$ cat src/rtl/core/mkd_pkg.sv
// shared types and constants for the morse key decoder
// no dependencies
package mkd_pkg;

    localparam int TICK_W              = 16;
    localparam int CFG_ADDR_W          = 2;
    localparam int CFG_DATA_W          = 16;
    localparam int CHAR_W              = 7;
    localparam int SYM_LEN_W           = 3;
    localparam int MAX_SYMBOLS_DEFAULT = 5;

    localparam logic [TICK_W-1:0] TICK_SAT       = {TICK_W{1'b1}};
    localparam logic [TICK_W-1:0] DOT_MIN_RESET  = 16'd7;
    localparam logic [TICK_W-1:0] DOT_MAX_RESET  = 16'(49 * 10);
    localparam logic [TICK_W-1:0] DASH_MAX_RESET = 16'(98 * 10);

    localparam logic [CFG_ADDR_W-1:0] REG_DOT_MIN  = 2'd0;
    localparam logic [CFG_ADDR_W-1:0] REG_DOT_MAX  = 2'd1;
    localparam logic [CFG_ADDR_W-1:0] REG_DASH_MAX = 2'd2;

    typedef enum logic [2:0] {
        EV_NONE    = 3'd0,
        EV_DOT     = 3'd1,
        EV_DASH    = 3'd2,
        EV_CHAR    = 3'd3,
        EV_UNKNOWN = 3'd4
    } event_kind_t;

    typedef struct packed {
        event_kind_t            kind;
        logic [CHAR_W-1:0]      char_code;
    } result_t;

endpackage

$ cat src/rtl/core/morse_key_decoder.sv
// morse key decoder top level: key state, symbol collection and output skid stage
// depends on mkd_pkg and mkd_char_rom
// the result of each input transfer is registered into the output stage; one result per input
// throughput: one input per cycle while the skid entry is empty, set by the registered state update
// a two-entry output stage keeps input ready while one result waits
// reset (aresetn low, synchronous) clears key state and outputs, loads default thresholds
module morse_key_decoder import mkd_pkg::*; #(
    parameter int MAX_SYMBOLS = MAX_SYMBOLS_DEFAULT
) (
    input  logic                  aclk,
    input  logic                  aresetn,
    input  logic                  cfg_we,
    input  logic [CFG_ADDR_W-1:0] cfg_addr,
    input  logic [CFG_DATA_W-1:0] cfg_wdata,
    input  logic                  s_axis_tvalid,
    output logic                  s_axis_tready,
    input  logic [7:0]            s_axis_tdata,  // [0] key_level
    input  logic                  s_axis_tuser,  // [0] op
    output logic                  m_axis_tvalid,
    input  logic                  m_axis_tready,
    output logic [7:0]            m_axis_tdata,  // [6:0] char_code
    output logic [2:0]            m_axis_tuser   // [2:0] event_kind
);

    logic [TICK_W-1:0] dot_min_reg, dot_max_reg, dash_max_reg;

    logic [TICK_W-1:0]      tick_reg, tick_next;
    logic [MAX_SYMBOLS-1:0] sym_bits_reg, sym_bits_next;
    logic [SYM_LEN_W-1:0]   sym_len_reg, sym_len_next;
    logic                   too_long_reg, too_long_next;
    logic                   key_down_reg, key_down_next;
    logic                   closed_reg, closed_next;

    result_t out_reg, skid_reg, res_next;
    logic    out_valid_reg, skid_valid_reg;

    logic              in_fire, out_fire;
    logic              op, level;
    logic [TICK_W-1:0] tick_inc;
    logic              is_dot, is_dash, gap;
    logic [CHAR_W-1:0] rom_char, lookup_char;

    assign op       = s_axis_tuser;
    assign level    = s_axis_tdata[0];
    assign in_fire  = s_axis_tvalid && s_axis_tready;
    assign out_fire = out_valid_reg && m_axis_tready;

    assign s_axis_tready = !skid_valid_reg;
    assign m_axis_tvalid = out_valid_reg;
    assign m_axis_tdata  = {1'b0, out_reg.char_code};
    assign m_axis_tuser  = out_reg.kind;

    always_ff @(posedge aclk) begin
        if (!aresetn) begin
            dot_min_reg  <= DOT_MIN_RESET;
            dot_max_reg  <= DOT_MAX_RESET;
            dash_max_reg <= DASH_MAX_RESET;
        end else if (cfg_we) begin
            case (cfg_addr)
                REG_DOT_MIN:  dot_min_reg  <= cfg_wdata;
                REG_DOT_MAX:  dot_max_reg  <= cfg_wdata;
                REG_DASH_MAX: dash_max_reg <= cfg_wdata;
                default: ;
            endcase
        end
    end

    mkd_char_rom #(
        .MAX_SYMBOLS(MAX_SYMBOLS)
    ) u_rom (
        .sym_len  (sym_len_reg),
        .sym_bits (sym_bits_reg),
        .char_code(rom_char)
    );

    assign lookup_char = (too_long_reg || sym_len_reg == '0) ? '0 : rom_char;
    assign tick_inc    = (tick_reg == TICK_SAT) ? tick_reg : tick_reg + 1'b1;
    assign is_dot      = (tick_reg <= dot_max_reg) && (tick_reg >= dot_min_reg);
    assign is_dash     = !is_dot && (tick_reg <= dash_max_reg) && (tick_reg >= dot_max_reg);
    assign gap         = (tick_inc > dash_max_reg) && !key_down_reg && !closed_reg;

    always_comb begin
        tick_next          = tick_reg;
        sym_bits_next      = sym_bits_reg;
        sym_len_next       = sym_len_reg;
        too_long_next      = too_long_reg;
        key_down_next      = key_down_reg;
        closed_next        = closed_reg;
        res_next.kind      = EV_NONE;
        res_next.char_code = '0;
        if (op) begin
            tick_next = '0;
            if (level) begin
                key_down_next = 1'b1;
                closed_next   = 1'b0;
            end else begin
                key_down_next = 1'b0;
                if (is_dot || is_dash) begin
                    res_next.kind = is_dot ? EV_DOT : EV_DASH;
                    closed_next   = 1'b0;
                    if (sym_len_reg >= SYM_LEN_W'(MAX_SYMBOLS)) begin
                        too_long_next = 1'b1;
                    end else begin
                        sym_bits_next = {sym_bits_reg[MAX_SYMBOLS-2:0], is_dash};
                        sym_len_next  = sym_len_reg + 1'b1;
                    end
                end
            end
        end else begin
            tick_next = tick_inc;
            if (gap) begin
                res_next.char_code = lookup_char;
                res_next.kind      = (lookup_char != '0) ? EV_CHAR : EV_UNKNOWN;
                sym_bits_next      = '0;
                sym_len_next       = '0;
                too_long_next      = 1'b0;
                closed_next        = 1'b1;
            end
        end
    end

    always_ff @(posedge aclk) begin
        if (!aresetn) begin
            tick_reg     <= '0;
            sym_bits_reg <= '0;
            sym_len_reg  <= '0;
            too_long_reg <= 1'b0;
            key_down_reg <= 1'b0;
            closed_reg   <= 1'b0;
        end else if (in_fire) begin
            tick_reg     <= tick_next;
            sym_bits_reg <= sym_bits_next;
            sym_len_reg  <= sym_len_next;
            too_long_reg <= too_long_next;
            key_down_reg <= key_down_next;
            closed_reg   <= closed_next;
        end
    end

    // output register with skid entry
    always_ff @(posedge aclk) begin
        if (!aresetn) begin
            out_valid_reg  <= 1'b0;
            skid_valid_reg <= 1'b0;
        end else if (skid_valid_reg) begin
            if (out_fire) begin
                skid_valid_reg <= 1'b0;
            end
        end else if (in_fire) begin
            if (!out_valid_reg || out_fire) begin
                out_valid_reg <= 1'b1;
            end else begin
                skid_valid_reg <= 1'b1;
            end
        end else if (out_fire) begin
            out_valid_reg <= 1'b0;
        end
    end

    always_ff @(posedge aclk) begin
        if (skid_valid_reg) begin
            if (out_fire) begin
                out_reg <= skid_reg;
            end
        end else if (in_fire) begin
            if (!out_valid_reg || out_fire) begin
                out_reg <= res_next;
            end else begin
                skid_reg <= res_next;
            end
        end
    end

    a_skid_implies_out: assert property (@(posedge aclk) disable iff (!aresetn)
        skid_valid_reg |-> out_valid_reg)
        else $error("skid entry held without a result in the output register");

    a_len_bound: assert property (@(posedge aclk) disable iff (!aresetn)
        sym_len_reg <= SYM_LEN_W'(MAX_SYMBOLS))
        else $error("symbol length beyond limit");

    a_too_long_full: assert property (@(posedge aclk) disable iff (!aresetn)
        too_long_reg |-> (sym_len_reg == SYM_LEN_W'(MAX_SYMBOLS)))
        else $error("too-long flag set with symbol register not full");

    a_closed_empty: assert property (@(posedge aclk) disable iff (!aresetn)
        closed_reg |-> (sym_len_reg == '0 && !too_long_reg && !key_down_reg))
        else $error("closed word still holds symbols or key is down");

    a_char_kind: assert property (@(posedge aclk) disable iff (!aresetn)
        out_valid_reg |-> ((out_reg.kind == EV_CHAR) == (out_reg.char_code != '0)))
        else $error("character code and event kind disagree");

endmodule

$ cat src/rtl/core/mkd_char_rom.sv
// code table: symbol pattern and length to ascii letter or digit
// depends on mkd_pkg
module mkd_char_rom import mkd_pkg::*; #(
    parameter int MAX_SYMBOLS = MAX_SYMBOLS_DEFAULT
) (
    input  logic [SYM_LEN_W-1:0]   sym_len,
    input  logic [MAX_SYMBOLS-1:0] sym_bits,
    output logic [CHAR_W-1:0]      char_code
);

    logic       upper_zero;
    logic [4:0] low_bits;

    assign upper_zero = ((sym_bits >> 5) == '0);
    assign low_bits   = sym_bits[4:0];

    always_comb begin
        char_code = '0;
        if (upper_zero) begin
            case ({sym_len, low_bits})
                {3'd2, 5'd1}:  char_code = 7'h41;
                {3'd4, 5'd8}:  char_code = 7'h42;
                {3'd4, 5'd10}: char_code = 7'h43;
                {3'd3, 5'd4}:  char_code = 7'h44;
                {3'd1, 5'd0}:  char_code = 7'h45;
                {3'd4, 5'd2}:  char_code = 7'h46;
                {3'd3, 5'd6}:  char_code = 7'h47;
                {3'd4, 5'd0}:  char_code = 7'h48;
                {3'd2, 5'd0}:  char_code = 7'h49;
                {3'd4, 5'd7}:  char_code = 7'h4A;
                {3'd3, 5'd5}:  char_code = 7'h4B;
                {3'd4, 5'd4}:  char_code = 7'h4C;
                {3'd2, 5'd3}:  char_code = 7'h4D;
                {3'd2, 5'd2}:  char_code = 7'h4E;
                {3'd3, 5'd7}:  char_code = 7'h4F;
                {3'd4, 5'd6}:  char_code = 7'h50;
                {3'd4, 5'd13}: char_code = 7'h51;
                {3'd3, 5'd2}:  char_code = 7'h52;
                {3'd3, 5'd0}:  char_code = 7'h53;
                {3'd1, 5'd1}:  char_code = 7'h54;
                {3'd3, 5'd1}:  char_code = 7'h55;
                {3'd4, 5'd1}:  char_code = 7'h56;
                {3'd3, 5'd3}:  char_code = 7'h57;
                {3'd4, 5'd9}:  char_code = 7'h58;
                {3'd4, 5'd11}: char_code = 7'h59;
                {3'd4, 5'd12}: char_code = 7'h5A;
                {3'd5, 5'd15}: char_code = 7'h31;
                {3'd5, 5'd7}:  char_code = 7'h32;
                {3'd5, 5'd3}:  char_code = 7'h33;
                {3'd5, 5'd1}:  char_code = 7'h34;
                {3'd5, 5'd0}:  char_code = 7'h35;
                {3'd5, 5'd16}: char_code = 7'h36;
                {3'd5, 5'd24}: char_code = 7'h37;
                {3'd5, 5'd28}: char_code = 7'h38;
                {3'd5, 5'd30}: char_code = 7'h39;
                {3'd5, 5'd31}: char_code = 7'h30;
                default:       char_code = '0;
            endcase
        end
    end

endmodule
$ cat config.mk
export PLATFORM = sky130hd
export DESIGN_NAME = morse_key_decoder
export DESIGN_NICKNAME = d
export VERILOG_FILES = /design/src/rtl/core/mkd_pkg.sv /design/src/rtl/core/morse_key_decoder.sv /design/src/rtl/core/mkd_char_rom.sv
export SDC_FILE = /design/constraint.sdc
export NUM_CORES = 1
export LEC_CHECK = 0
export ABC_CLOCK_PERIOD_IN_PS = 8700
export BUFFER_PORTS_ARGS = -buffer_cell sky130_fd_sc_hd__buf_2
export CORE_UTILIZATION = 30
export DETAILED_ROUTE_END_ITERATION = 6
export HOLD_SLACK_MARGIN = 0.02
export SETUP_SLACK_MARGIN = 0.15
export SKIP_LAST_GASP = 1
export SLEW_MARGIN = 40
export SYNTH_ARGS = -nofsm -noshare
export SYNTH_HDL_FRONTEND = slang
export SYNTH_SLANG_ARGS = --single-unit
$ cat constraint.sdc
create_clock -name aclk -period 8.7 [get_ports aclk]
set_input_delay 0.435 -clock aclk [delete_from_list [all_inputs] [get_ports aclk]]
set_output_delay 0.435 -clock aclk [all_outputs]
set_load 0.02 [all_outputs]
Word level (Yosys, flattened, before mapping)
Cells that the tools add are included.
{"block": "word_totals", "inputBits": 32, "regBits": 97, "word_cells": 145, "out_inout_bits": 13}
{"block": "op_classes", "n_reduce_logical": 32, "n_eq_ne": 46, "mux": 42, "magnitude_cmp": 6, "n_addsub": 2, "n_bitwise": 2}
{"operator": "case mux 7 bit (36 select lines)", "count": 1}
{"operator": "equality test 8 bit (second input constant)", "count": 22}
{"operator": "equality test 8 x 7 -> 1 bit (second input constant)", "count": 12}
{"operator": "two-way mux 10 bit", "count": 5}
{"operator": ">= comparator 16 bit", "count": 2}
{"operator": "<= comparator 16 bit", "count": 2}
{"operator": "two-way mux 16 bit", "count": 2}
{"operator": "two-way mux 5 bit", "count": 5}
{"operator": "two-way mux 3 bit", "count": 7}
{"operator": "two-way mux 1 bit", "count": 17}
{"operator": "adder 16 x 1 -> 16 bit (second input constant)", "count": 1}
{"operator": "equality test 16 bit (second input constant)", "count": 1}
{"operator": "equality test 8 x 6 -> 1 bit (second input constant)", "count": 2}
{"operator": "> comparator 16 bit", "count": 1}
{"operator": "two-way mux 7 bit", "count": 2}
{"operator": "AND reduction 3 bit", "count": 4}
{"operator": "AND reduction 5 bit", "count": 2}
{"operator": "!= test 2 x 1 -> 1 bit (second input constant)", "count": 4}
{"operator": "AND reduction 2 bit", "count": 4}
{"operator": "nonzero test 2 bit", "count": 4}
{"operator": "logical AND 1 bit", "count": 7}
{"operator": "nonzero test 7 bit", "count": 1}
{"operator": "two-way mux 2 bit", "count": 3}
{"operator": "zero test 1 bit", "count": 5}
{"operator": "10 further kinds", "count": 14}

Depth between registers and ports, before layout
Gate-level depths: netlist of run 1.
{"block": "depth", "ltp_word": 12, "depth_mapped": 17}

By module
Synthesis of run 1 repeated with hierarchy kept, for this count alone.
{"block": "hier_totals", "hier_cells": 793, "hier_area_um2": 6575.1}
{"mod": "morse_key_decoder", "seq_area_each_um2": 2142.1, "area_per_inst_um2": 5833.1, "n_inst": 1, "cells_per_inst": 682}
{"mod": "mkd_char_rom", "seq_area_each_um2": 0.0, "area_per_inst_um2": 742.0, "n_inst": 1, "cells_per_inst": 111}

Least setup slack after synthesis of run 1
Ideal clock, no wire load.
{"block": "synth_timing", "path_kind": "register to register", "startpoint": "reg tick_reg[3]", "endpoint": "reg out_reg (netlist bit m_axis_tdata[3]) (data pin)", "required_ps": 8432, "t_arrival_ps": 3619, "n_path_buf": 2, "setup_time_ps": 268, "path_stages_with_launch": 18, "slack_ps": 4812, "path_cell_list": "dfxtp_1 > buf_2 > and4_1 > nand4_1 > nor3_2 > nand3_2 > nand4_2 > or3_1 > nand2_1 > ha_1 > a21o_1 > a21o_1 > a21oi_1 > nor2_1 > o31ai_1 > or2_2 > clkbuf_1 > o31ai_1"}
{"block": "synth_via", "elab_chain_cells": 10, "word_cells_on_any_way": 11}
{"element": "from (decl)", "line": "morse_key_decoder.sv:27", "rtl": "logic [TICK_W-1:0] tick_reg, tick_next;"}
{"element": "from (signal assigned)", "line": "morse_key_decoder.sv:131", "rtl": "tick_reg <= tick_next;"}
{"element": "adder 16 x 1 -> 16 bit / equality test 16 bit (equally long branches)", "line": "morse_key_decoder.sv:77", "rtl": "assign tick_inc = (tick_reg == TICK_SAT) ? tick_reg : tick_reg + 1'b1;"}
{"element": "two-way mux 16 bit (*)", "line": "morse_key_decoder.sv:77"}
{"element": "> comparator 16 bit (*)", "line": "morse_key_decoder.sv:80", "rtl": "assign gap = (tick_inc > dash_max_reg) && !key_down_reg && !closed_reg;"}
{"element": "logical AND 1 bit (*) (2 in a row)", "line": "morse_key_decoder.sv:80"}
{"element": "two-way mux 10 bit (*)", "line": "morse_key_decoder.sv:111", "rtl": "if (gap) begin"}
{"element": "two-way mux 7 bit (*)", "line": "morse_key_decoder.sv:91", "rtl": "if (op) begin"}
{"element": "two-way mux 10 bit (*)", "line": "morse_key_decoder.sv:166", "rtl": "if (!out_valid_reg || out_fire) begin"}
{"element": "two-way mux 10 bit (*)", "line": "morse_key_decoder.sv:165", "rtl": "end else if (in_fire) begin"}
{"element": "two-way mux 10 bit (*)", "line": "morse_key_decoder.sv:161", "rtl": "if (skid_valid_reg) begin"}
{"element": "to (signal assigned)", "line": "morse_key_decoder.sv:163", "rtl": "out_reg <= skid_reg;"}
{"element": "to (signal assigned)", "line": "morse_key_decoder.sv:167", "rtl": "out_reg <= res_next;"}
{"element": "to (decl)", "line": "morse_key_decoder.sv:34", "rtl": "result_t out_reg, skid_reg, res_next;"}
Every way passes the cells marked *; elsewhere a longest branch is shown, timed or not. The select of a mux whose other input is x is not followed.
A chain may end at the register's enable or synchronous reset.

==> results.yml, run 1 <==
run_status:
  outcome: "complete, no violations"
floorplanning:
  ios: 45
  initial_utilization_pct: 30.9
  die_w_um: 150
  fp.dieH_um: 150
  die_area_sq_um: 22400
  num_rows: 53
  core_area_sq_um: 21200
clocking:
  post_cts_resized: 0
  cts_setup_buffers: 0
  cts_inserted_buffers: 9
  clk_path_buf_depth: 2
  cts_num_sinks: 97
  hold_buffers: 0
  htreeDepth: 3
  root_buffer: "clkbuf_16"
  cts_tree: "done"
  clk_pin_slew_ns: 0.07
  clock_latency_ns: 0.35
drt:
  wl_per_cell_um: 14.2
  via_per_inst: 5.14
  vias: 5585
  drc: 0
  postRouteAntennaNets: 0
  dr.pass1.iters: 5
  drt-total-wl_um: 15500
  first_iter_violations: 376
min_path:
  min-delay-start: "cfg_wdata[6]"
  whs_endpoint: "dash_max_reg[6]$_SDFFE_PN1P_"
  hold_path_depth: 3
  worstHoldPathType: "input pin to flip-flop"
placement:
  dp_hpwl_um: 11200
  place_congestion: 0.861
  placed_cells: 1070
  portBuffers: 36
  pre_cts_slack_ns: 3.85
timing:
  hold_slack_ns: 0.340
  tns_ns: 0
  finClkSkew_ns: 0.0107
  setup_violations: 0
  min_period_ns: 4.90
  maxSlewHeadroom_pct: 46.6
  layout_setup_ws_ns: 3.80
  worst_slew_pin_slew_ns: 0.790
  final_max_slew_viol_count: 0
  fmax_ghz: 0.204
  finalHoldViolCount: 0
  fin_crit_sh_pct: 56.3
  rsz0062_at_grt: "no"
synth:
  synthAdderAreaFrac_pct: 13.0
  async_flop_share_pct: 0
  syn-num-nets: 903
  syn_area_sq_um: 6550
  synth_xor_area_share_pct: 1.20
  yosysTopAreaCellShare_pct: 23.5
  seq_area_frac_synth_pct: 32.7
  avgSynthCellArea_sq_um: 8.16
  synth_compound_area_share_pct: 20.5
  synth_top_family_by_area: "simple AND/OR/NAND/NOR gates"
  synthMuxAreaShare_pct: 2.31
  synth_simple_gate_area_share_pct: 23.6
  synth_flop_cell: "dfxtp_1"
  yosys_warnings: 0
  synthCells: 803
  synth_top_area_cell: "dfxtp_1"
  synth-edff-count: 20
  synth_area_leaders: "dfxtp_1, ha_1, edfxtp_1"
  synth_cell_type_count: 75
  synth-seq-cells: 97
finish:
  layout_commonest_cell: "nand2_1"
  final_layout_size_suffix_gt1_share_pct: 10.5
  finalNonFillerCells: 1086
  layout.cells.most_common_list: "nand2_1, dfxtp_1, ha_1"
  nNetsFinal: 906
  diodes: 0
  fill_cells: 2242
  area_growth_pct: 10.4
worst_setup_path:
  crit_family: "simple AND/OR/NAND/NOR gates"
  reg2reg_from: "tick_reg[3]$_SDFFE_PN0P_"
  reg2reg_to: "m_axis_tdata[4]$_DFFE_PP_"
  slowest_delay_ns: 0.64
  critical_path_arrival_ns: 5.00
  setup.worst_path.end_class: "flip-flop"
  r2r_slack_ns: 3.80
  r2r.worst_path.cells: 16
  start_kind: "flip-flop"
  cp_num_buf_inv: 0
  crit_fanout: 13
  critPathSlowestCell: "o31ai_1"
  worstPathCellList: "and4_1 -> nand4_1 -> nor3_2 -> nand3_2 -> nand4_2 -> or3_1 -> nand2_1 -> ha_1 -> a21o_1 -> a21o_1 -> a21oi_1 -> nor2_1 -> o31ai_1 -> or2_2 -> a21oi_1 -> mux2_2"
  critPathKind: "flip-flop to flip-flop"
  cp.required_ns: 8.80
global_route:
  grt_pass1_wl_um: 25900
  grt_max_degree: 86
  grt_use_total_pct: 14.5
  grt_overflow: 0
  antenna_found_initial: 0
  first_global_vias: 5120
flow_run:
  maxCapViolations: 0
power:
  p_leak_nw: 2.88
  ir_drop_mv: 0.0763
  pwr_density_cell_nw_per_um2: 137
==> area by class of cell <==
class,instances,area [sq um],share of cell area (%)
clock buffer,10,239,3.31
clock inverter,6,73.8,1.02
inverter,60,225,3.12
multi-input combinational,601,4010,55.5
sequential,97,2140,29.7
tap,275,344,4.76
timing repair buffer,37,191,2.65
==> tightest hold or removal path, delay by kind of cell <==
kind / cells / cell delay (ns)
and+or+nand+nor: 1 / 0.05
AOI/OAI and AO/OA: 1 / 0.07
buffers and inverters: 1 / 0.10
==> worst max-delay path by stage <==
stage,cells past startpoint,start,to,slack (ns)
4_1_cts,16,tick_reg[3]$_SDFFE_PN0P_,m_axis_tdata[4]$_DFFE_PP_,3.81
2_1_floorplan,17,tick_reg[3]$_SDFFE_PN0P_,m_axis_tdata[3]$_DFFE_PP_,4.81
3_5_place_dp,16,tick_reg[3]$_SDFFE_PN0P_,m_axis_tdata[4]$_DFFE_PP_,3.85
6_report,16,tick_reg[3]$_SDFFE_PN0P_,m_axis_tdata[4]$_DFFE_PP_,3.80
5_1_grt,16,tick_reg[3]$_SDFFE_PN0P_,m_axis_tdata[4]$_DFFE_PP_,3.45
3_3_place_gp,15,tick_reg[3]$_SDFFE_PN0P_,m_axis_tdata[4]$_DFFE_PP_,3.90
==> Yosys cell counts (8+ instances only) <==
| master | number |
|---|---|
| nand3_1 | 29 |
| o211ai_1 | 17 |
| nor2_1 | 40 |
| nand4_1 | 14 |
| clkbuf_1 | 29 |
| a21boi_0 | 38 |
| a21o_1 | 11 |
| a21oi_1 | 41 |
| o21ai_0 | 24 |
| inv_1 | 59 |
| a31oi_1 | 9 |
| nand2_1 | 145 |
| edfxtp_1 | 20 |
| mux2i_1 | 8 |
| dfxtp_1 | 77 |
| buf_2 | 13 |
| nor3_1 | 11 |
| o31ai_1 | 9 |
| nor2b_1 | 16 |
| ha_1 | 68 |
==> metrics by stage <==
| step | power, mW | cell area (sq um) | util [%] |
|---|---|---|---|
| 5_1_grt | 1.03 | 7230 | 34.1 |
| 3_5_place_dp | 0.578 | 6900 | 32.5 |
| 4_1_cts | 1.00 | 7210 | 34.0 |
| 6_report | 0.991 | 7230 | 34.1 |
| 3_3_place_gp | 0.576 | 6880 | 32.4 |
| 2_1_floorplan | 0.548 | 6550 | - |
==> kinds of logic after synthesis <==
logic type | count (synthesis)
adders and majority gates | 68
DFF | 97
xor gates and xnor gates | 9
buffers and inverters | 105
muxes | 14
AOI/OAI and AO/OA | 196
and+or+nand+nor | 313
other | 1
==> metal layers <==
| layer | share of wire [%] | vias up | wire length, um | global-route usage (%) |
|---|---|---|---|---|
| li1 | - | 2866 | - | - |
| met1 | 49 | 2634 | 7630 | 19.8 |
| met2 | 47 | 76 | 7210 | 23.8 |
| met3 | 3.1 | 9 | 475 | 1.95 |
| met4 | 0.93 | 0 | 144 | 3.79 |
| met5 | 0 | - | 0 | 0 |
==> power breakdown <==
group	switching [mW]	total [mW]	internal, mW	leakage [nW]
Clock	0.189	0.424	0.235	0.148
Sequential	0.00697	0.480	0.473	0.816
Combinational	0.0568	0.0874	0.0306	1.92
Note: power is estimated with default switching activity, not from simulation.
==> run 2: changes to the inputs <==
--- a/config.mk
+++ b/config.mk
@@ -5,7 +5,7 @@
 export SDC_FILE = /design/constraint.sdc
 export NUM_CORES = 1
 export LEC_CHECK = 0
-export ABC_CLOCK_PERIOD_IN_PS = 8700
+export ABC_CLOCK_PERIOD_IN_PS = 5000
 export BUFFER_PORTS_ARGS = -buffer_cell sky130_fd_sc_hd__buf_2
 export CORE_UTILIZATION = 30
 export DETAILED_ROUTE_END_ITERATION = 6
==> constraint.sdc (replaced) <==
create_clock -name aclk -period 5 [get_ports aclk]
set_input_delay 0.25 -clock aclk [delete_from_list [all_inputs] [get_ports aclk]]
set_output_delay 0.25 -clock aclk [all_outputs]
set_load 0.02 [all_outputs]
==> run 2 against run 1 <==
- non-clock buffer count grew 6
- clock power increased by 64%
- final area increased by 0.29%
- via count decreased by 1.5%
- first-iteration DRC count rose by 11%
- worst hold slack got worse by 0.18 ns
- total power rose by 70%
- sequential power rose by 74%
- count of clock-buffer cells in the layout stayed put
- flip-flop and latch count is the same
- sequential share of layout area down 0.087 points
- critical endpoint is now sym_bits_reg[1]$_SDFFE_PN0P_
- largest cell class unchanged
- highest routed layer unchanged
==> results.yml, run 2 (same netlist as run 1, synthesis figures left out) <==
worst_setup_path:
  worstPathCellList: "and4_1 -> nand4_1 -> nor3_2 -> nand3_2 -> nand3_1 -> nor2_1 -> xor2_1 -> ha_1 -> a21o_1 -> a21oi_1 -> o311ai_0 -> o31ai_1 -> buf_4 -> o32a_1 -> mux2i_1"
  start_kind: "flip-flop"
  r2r_slack_ns: 0.57
  critPathKind: "flip-flop to flip-flop"
  r2r.worst_path.cells: 15
  reg2reg_from: "tick_reg[4]$_SDFFE_PN0P_"
  reg2reg_to: "sym_bits_reg[1]$_SDFFE_PN0P_"
  critPathSlowestCell: "dfxtp_1"
  setup.worst_path.end_class: "flip-flop"
  cp_num_cells: 15
  cp.required_ns: 5.27
  crit_family: "compound AO/OA/AOI/OAI gates"
  slowest_delay_ns: 0.57
  crit_fanout: 11
  critical_path_arrival_ns: 4.70
  cp_num_buf_inv: 1
global_route:
  busiest_layer: "met2"
  first_global_vias: 5049
  grt_max_degree: 62
  use_met3_pct: 2.47
  grt_util_met2_pct: 23.5
  use_met1_pct: 19.3
  grt_overflow: 0
  antenna_found_initial: 0
  grt_use_total_pct: 14.4
  grt_pass1_wl_um: 25600
power:
  power.total_mw: 1.68
  ir_drop_mv: 0.195
  pwr_density_cell_nw_per_um2: 232
  p_leak_nw: 2.89
timing:
  min_period_ns: 4.43
  final_max_slew_viol_count: 0
  setup_violations: 0
  tns_ns: 0
  layout_setup_ws_ns: 0.566
  fin_crit_sh_pct: 88.7
  finalHoldViolCount: 0
  rsz0062_at_grt: "no"
  fmax_ghz: 0.226
  maxSlewHeadroom_pct: 48.8
  worst_slew_pin_slew_ns: 0.766
  finClkSkew_ns: 0.00947
  hold_slack_ns: 0.160
drt:
  first_iter_violations: 419
  postRouteAntennaNets: 0
  wl_per_cell_um: 14.1
  drt-total-wl_um: 15400
  dr.pass1.iters: 5
  via_per_inst: 5.04
  drc: 0
  vias: 5504
clocking:
  post_cts_resized: 0
  cts_setup_buffers: 0
  cts_tree: "done"
  htreeDepth: 3
  clock_latency_ns: 0.35
  cts_inserted_buffers: 9
  hold_buffers: 0
  cts_num_sinks: 97
  root_buffer: "clkbuf_16"
  clk_pin_slew_ns: 0.07
  clk_path_buf_depth: 2
placement:
  placed_cells: 1075
  pre_cts_slack_ns: 0.582
  dpl_cell_area_sq_um: 6940
  portBuffers: 36
  place_congestion: 0.848
  dp_hpwl_um: 11400
run_status:
  outcome: "complete, no violations"
finish:
  utilization_pct: 34.2
  final_area_sq_um: 7250
  final_layout_size_suffix_gt1_share_pct: 10.9
  finalNonFillerCells: 1092
  layout.cells.most_common_list: "nand2_1, dfxtp_1, ha_1"
  diodes: 0
  area_growth_pct: 10.7
  nNetsFinal: 912
  fill_cells: 2282
  layout_commonest_cell: "nand2_1"
floorplanning:
  num_rows: 53
  initial_utilization_pct: 30.9
  core_area_sq_um: 21200
  die_area_sq_um: 22400
  die_w_um: 150
  ios: 45
  fp.dieH_um: 150
min_path:
  min-delay-start: "cfg_wdata[0]"
  hold_path_depth: 3
  worstHoldPathType: "input pin to flip-flop"
  whs_endpoint: "dot_min_reg[0]$_SDFFE_PN1P_"
flow_run:
  maxCapViolations: 0
## run 2: cell type report
cell class              count  area (sq um)  area share, %
well taps                 275           344           4.75
clock buffers              10           229           3.16
clock inverters             6          66.3          0.915
multi-input cells         601          4000           55.2
repair buffers             43           236           3.26
inverters                  60           225           3.11
flip-flops and latches     97          2140           29.6
## run 2: worst max-delay path by stage
| stage | startpoint | end |
|---|---|---|
| floorplan | tick_reg[3]$_SDFFE_PN0P_ | m_axis_tdata[3]$_DFFE_PP_ |
| global placement | tick_reg[4]$_SDFFE_PN0P_ | m_axis_tdata[4]$_DFFE_PP_ |
| detailed placement | tick_reg[4]$_SDFFE_PN0P_ | sym_bits_reg[1]$_SDFFE_PN0P_ |
| CTS | tick_reg[4]$_SDFFE_PN0P_ | sym_bits_reg[1]$_SDFFE_PN0P_ |
| global route | tick_reg[4]$_SDFFE_PN0P_ | sym_bits_reg[1]$_SDFFE_PN0P_ |
| finish | tick_reg[4]$_SDFFE_PN0P_ | sym_bits_reg[1]$_SDFFE_PN0P_ |
## run 2: worst register-to-register path, stage by stage (launching register included)
cell      delay, ns
dfxtp_1        0.57
and4_1         0.33
nand4_1        0.20
nor3_2         0.23
nand3_2        0.25
nand3_1        0.27
nor2_1         0.09
xor2_1         0.15
ha_1           0.30
a21o_1         0.16
a21oi_1        0.22
o311ai_0       0.18
o31ai_1        0.46
buf_4          0.22
o32a_1         0.48
mux2i_1        0.25
## run 2: where the power goes
part / internal (mW) / total [mW] / switching [mW]
Combinational: 0.0533 / 0.152 / 0.0989
Sequential: 0.823 / 0.835 / 0.0122
Clock: 0.389 / 0.697 / 0.308
Total: 1.26 / 1.68 / 0.419
## run 2: per-layer routing
metal	up-vias	part of all wire, %
met1	2533	49
met5	-	0
met3	10	3.6
li1	2874	-
met4	0	1.4
met2	87	46
==> run 3: changes to the inputs <==
--- a/config.mk
+++ b/config.mk
@@ -5,7 +5,7 @@
 export SDC_FILE = /design/constraint.sdc
 export NUM_CORES = 1
 export LEC_CHECK = 0
-export ABC_CLOCK_PERIOD_IN_PS = 5000
+export ABC_CLOCK_PERIOD_IN_PS = 4200
 export BUFFER_PORTS_ARGS = -buffer_cell sky130_fd_sc_hd__buf_2
 export CORE_UTILIZATION = 30
 export DETAILED_ROUTE_END_ITERATION = 6
==> constraint.sdc (replaced) <==
create_clock -name aclk -period 4.2 [get_ports aclk]
set_input_delay 0.21 -clock aclk [delete_from_list [all_inputs] [get_ports aclk]]
set_output_delay 0.21 -clock aclk [all_outputs]
set_load 0.02 [all_outputs]
==> run 3 against run 2 <==
- first-iteration DRC count shrank 12%
- fmax grew 16%
- flip-flop and latch count unchanged
- worst setup slack worse by 0.20 ns
- die area stayed put
- final area grew 2.2%
- critical path depth grew 1
- core utilization grew 0.74 points
- clock skew up 0.0029 ns
- largest power group unchanged
- highest routed layer unchanged
==> results.yml, run 3 (same netlist as run 1, synthesis figures left out) <==
timing:
  worst_slew_pin_slew_ns: 0.788
  final_max_slew_viol_count: 0
  finClkSkew_ns: 0.0124
  rsz0062_at_grt: "no"
  hold_slack_ns: 0.109
  fin_crit_sh_pct: 91.3
  maxSlewHeadroom_pct: 47.4
  tns_ns: 0
  finalHoldViolCount: 0
  setup_violations: 0
  min_period_ns: 3.83
  fmax_ghz: 0.261
run_status:
  outcome: "complete, no violations"
worst_setup_path:
  crit_family: "simple AND/OR/NAND/NOR gates"
  critical_path_arrival_ns: 3.93
  slowest_delay_ns: 0.34
  critPathSlowestCell: "dfxtp_1"
  setup.worst_path.end_class: "flip-flop"
  r2r_slack_ns: 0.37
  cp_num_buf_inv: 2
  start_kind: "flip-flop"
  cp.required_ns: 4.30
  critPathKind: "flip-flop to flip-flop"
  worstPathCellList: "and4_4 -> nand4_1 -> nor3_2 -> nand3_4 -> buf_4 -> mux2_2 -> ha_1 -> nor2b_1 -> o21a_1 -> o211ai_1 -> a21boi_2 -> o31ai_1 -> buf_4 -> nor2_1 -> o2bb2ai_1 -> mux2_2"
  crit_fanout: 6
global_route:
  antenna_found_initial: 0
  grt_overflow: 0
  grt_max_degree: 54
  first_global_vias: 5060
  grt_use_total_pct: 14.6
  grt_pass1_wl_um: 26100
min_path:
  worstHoldPathType: "input pin to flip-flop"
power:
  p_sw_share_pct: 24.2
  pwr_density_cell_nw_per_um2: 280
  comb_power_share_pct: 8.8
  p_clk_share_pct: 43.2
  p_leak_nw: 3.00
  intPower_mw: 1.57
  seqPwrFrac_pct: 47.9
  ir_drop_mv: 0.142
  p_sw_mw: 0.503
drt:
  vias: 5596
  drc: 0
  via_per_inst: 5.06
  dr.pass1.iters: 4
  drt-total-wl_um: 15700
  postRouteAntennaNets: 0
  first_iter_violations: 367
  wl_per_cell_um: 14.3
finish:
  diodes: 0
  final_layout_size_suffix_gt1_share_pct: 12.9
  final_area_sq_um: 7400
  utilization_pct: 34.9
  nNetsFinal: 925
  area_growth_pct: 13.1
  layout.cells.most_common_list: "nand2_1, dfxtp_1, ha_1"
  layout_commonest_cell: "nand2_1"
floorplanning:
  core_area_sq_um: 21200
  fp.dieH_um: 150
  die_area_sq_um: 22400
  initial_utilization_pct: 30.9
  num_rows: 53
  die_w_um: 150
  ios: 45
clocking:
  root_buffer: "clkbuf_16"
  htreeDepth: 3
  cts_inserted_buffers: 9
  cts_num_sinks: 97
  clk_path_buf_depth: 2
  clock_latency_ns: 0.35
  clk_pin_slew_ns: 0.08
  cts_tree: "done"
placement:
  dpl_cell_area_sq_um: 7030
  portBuffers: 36
  place_congestion: 0.874
  dp_hpwl_um: 11700
flow_run:
  maxCapViolations: 0
-- run 3: worst paths after layout --
check	startpoint	to	cells past startpoint
worst max-delay path	tick_reg[5]$_SDFFE_PN0P_	m_axis_tuser[0]$_DFFE_PP_	16
worst min-delay path	cfg_wdata[0]	dot_min_reg[0]$_SDFFE_PN1P_	3
worst max register to register	tick_reg[5]$_SDFFE_PN0P_	m_axis_tuser[0]$_DFFE_PP_	16
worst min register to register	dot_min_reg[15]$_SDFFE_PN0P_	dot_min_reg[15]$_SDFFE_PN0P_	2
-- run 3: power by group through the flow --
stage               combinational [mW]  sequential [mW]  clock, mW
finish                           0.183            0.993      0.896
global route                     0.209            0.996      0.954
CTS                              0.184            0.994      0.919
detailed placement               0.182             1.01          0
global placement                 0.179             1.01          0
floorplan                        0.113             1.02          0
-- run 3: repair_timing --
action,4_1_cts,5_1_grt
hold buffers,0,0
endpoints found under the setup margin,0,9
setup buffers,0,1
resized for setup,0,10
-- run 3: through the flow --
stage	total power, mW	std cells	setup WS (ns)
2_1_floorplan	1.13	803	0.312
3_3_place_gp	1.19	1088	0.448
3_5_place_dp	1.20	1088	0.301
4_1_cts	2.10	1104	0.292
5_1_grt	2.16	1105	0.158
6_report	2.07	1105	0.367
-- run 3: cell type report --
| cell class | count | area [sq um] |
|---|---|---|
| Sequential cell | 97 | 2140 |
| Clock inverter | 6 | 91.3 |
| Tap cell | 275 | 344 |
| Timing Repair Buffer | 56 | 330 |
| Fill cell | 2229 | 13800 |
| Clock buffer | 10 | 229 |
| Inverter | 60 | 225 |
| Multi-Input combinational cell | 601 | 4040 |
-- run 3: worst register-to-register path: stages, from the launching register on --
cell       delay, ns
dfxtp_1         0.34
and4_4          0.24
nand4_1         0.20
nor3_2          0.34
nand3_4         0.17
buf_4           0.21
mux2_2          0.31
ha_1            0.29
nor2b_1         0.13
o21a_1          0.16
o211ai_1        0.19
a21boi_2        0.09
o31ai_1         0.25
buf_4           0.19
nor2_1          0.05
o2bb2ai_1       0.15
mux2_2          0.28
-- run 3: per-layer routing --
layer	vias to the layer above	part of all wire [%]	track usage (%)	wire, um
met5	-	0	0	0
met4	0	0.96	3.94	151
met3	7	3.4	2.13	537
met2	90	47	23.7	7400
met1	2603	49	20.1	7660
li1	2896	-	-	-
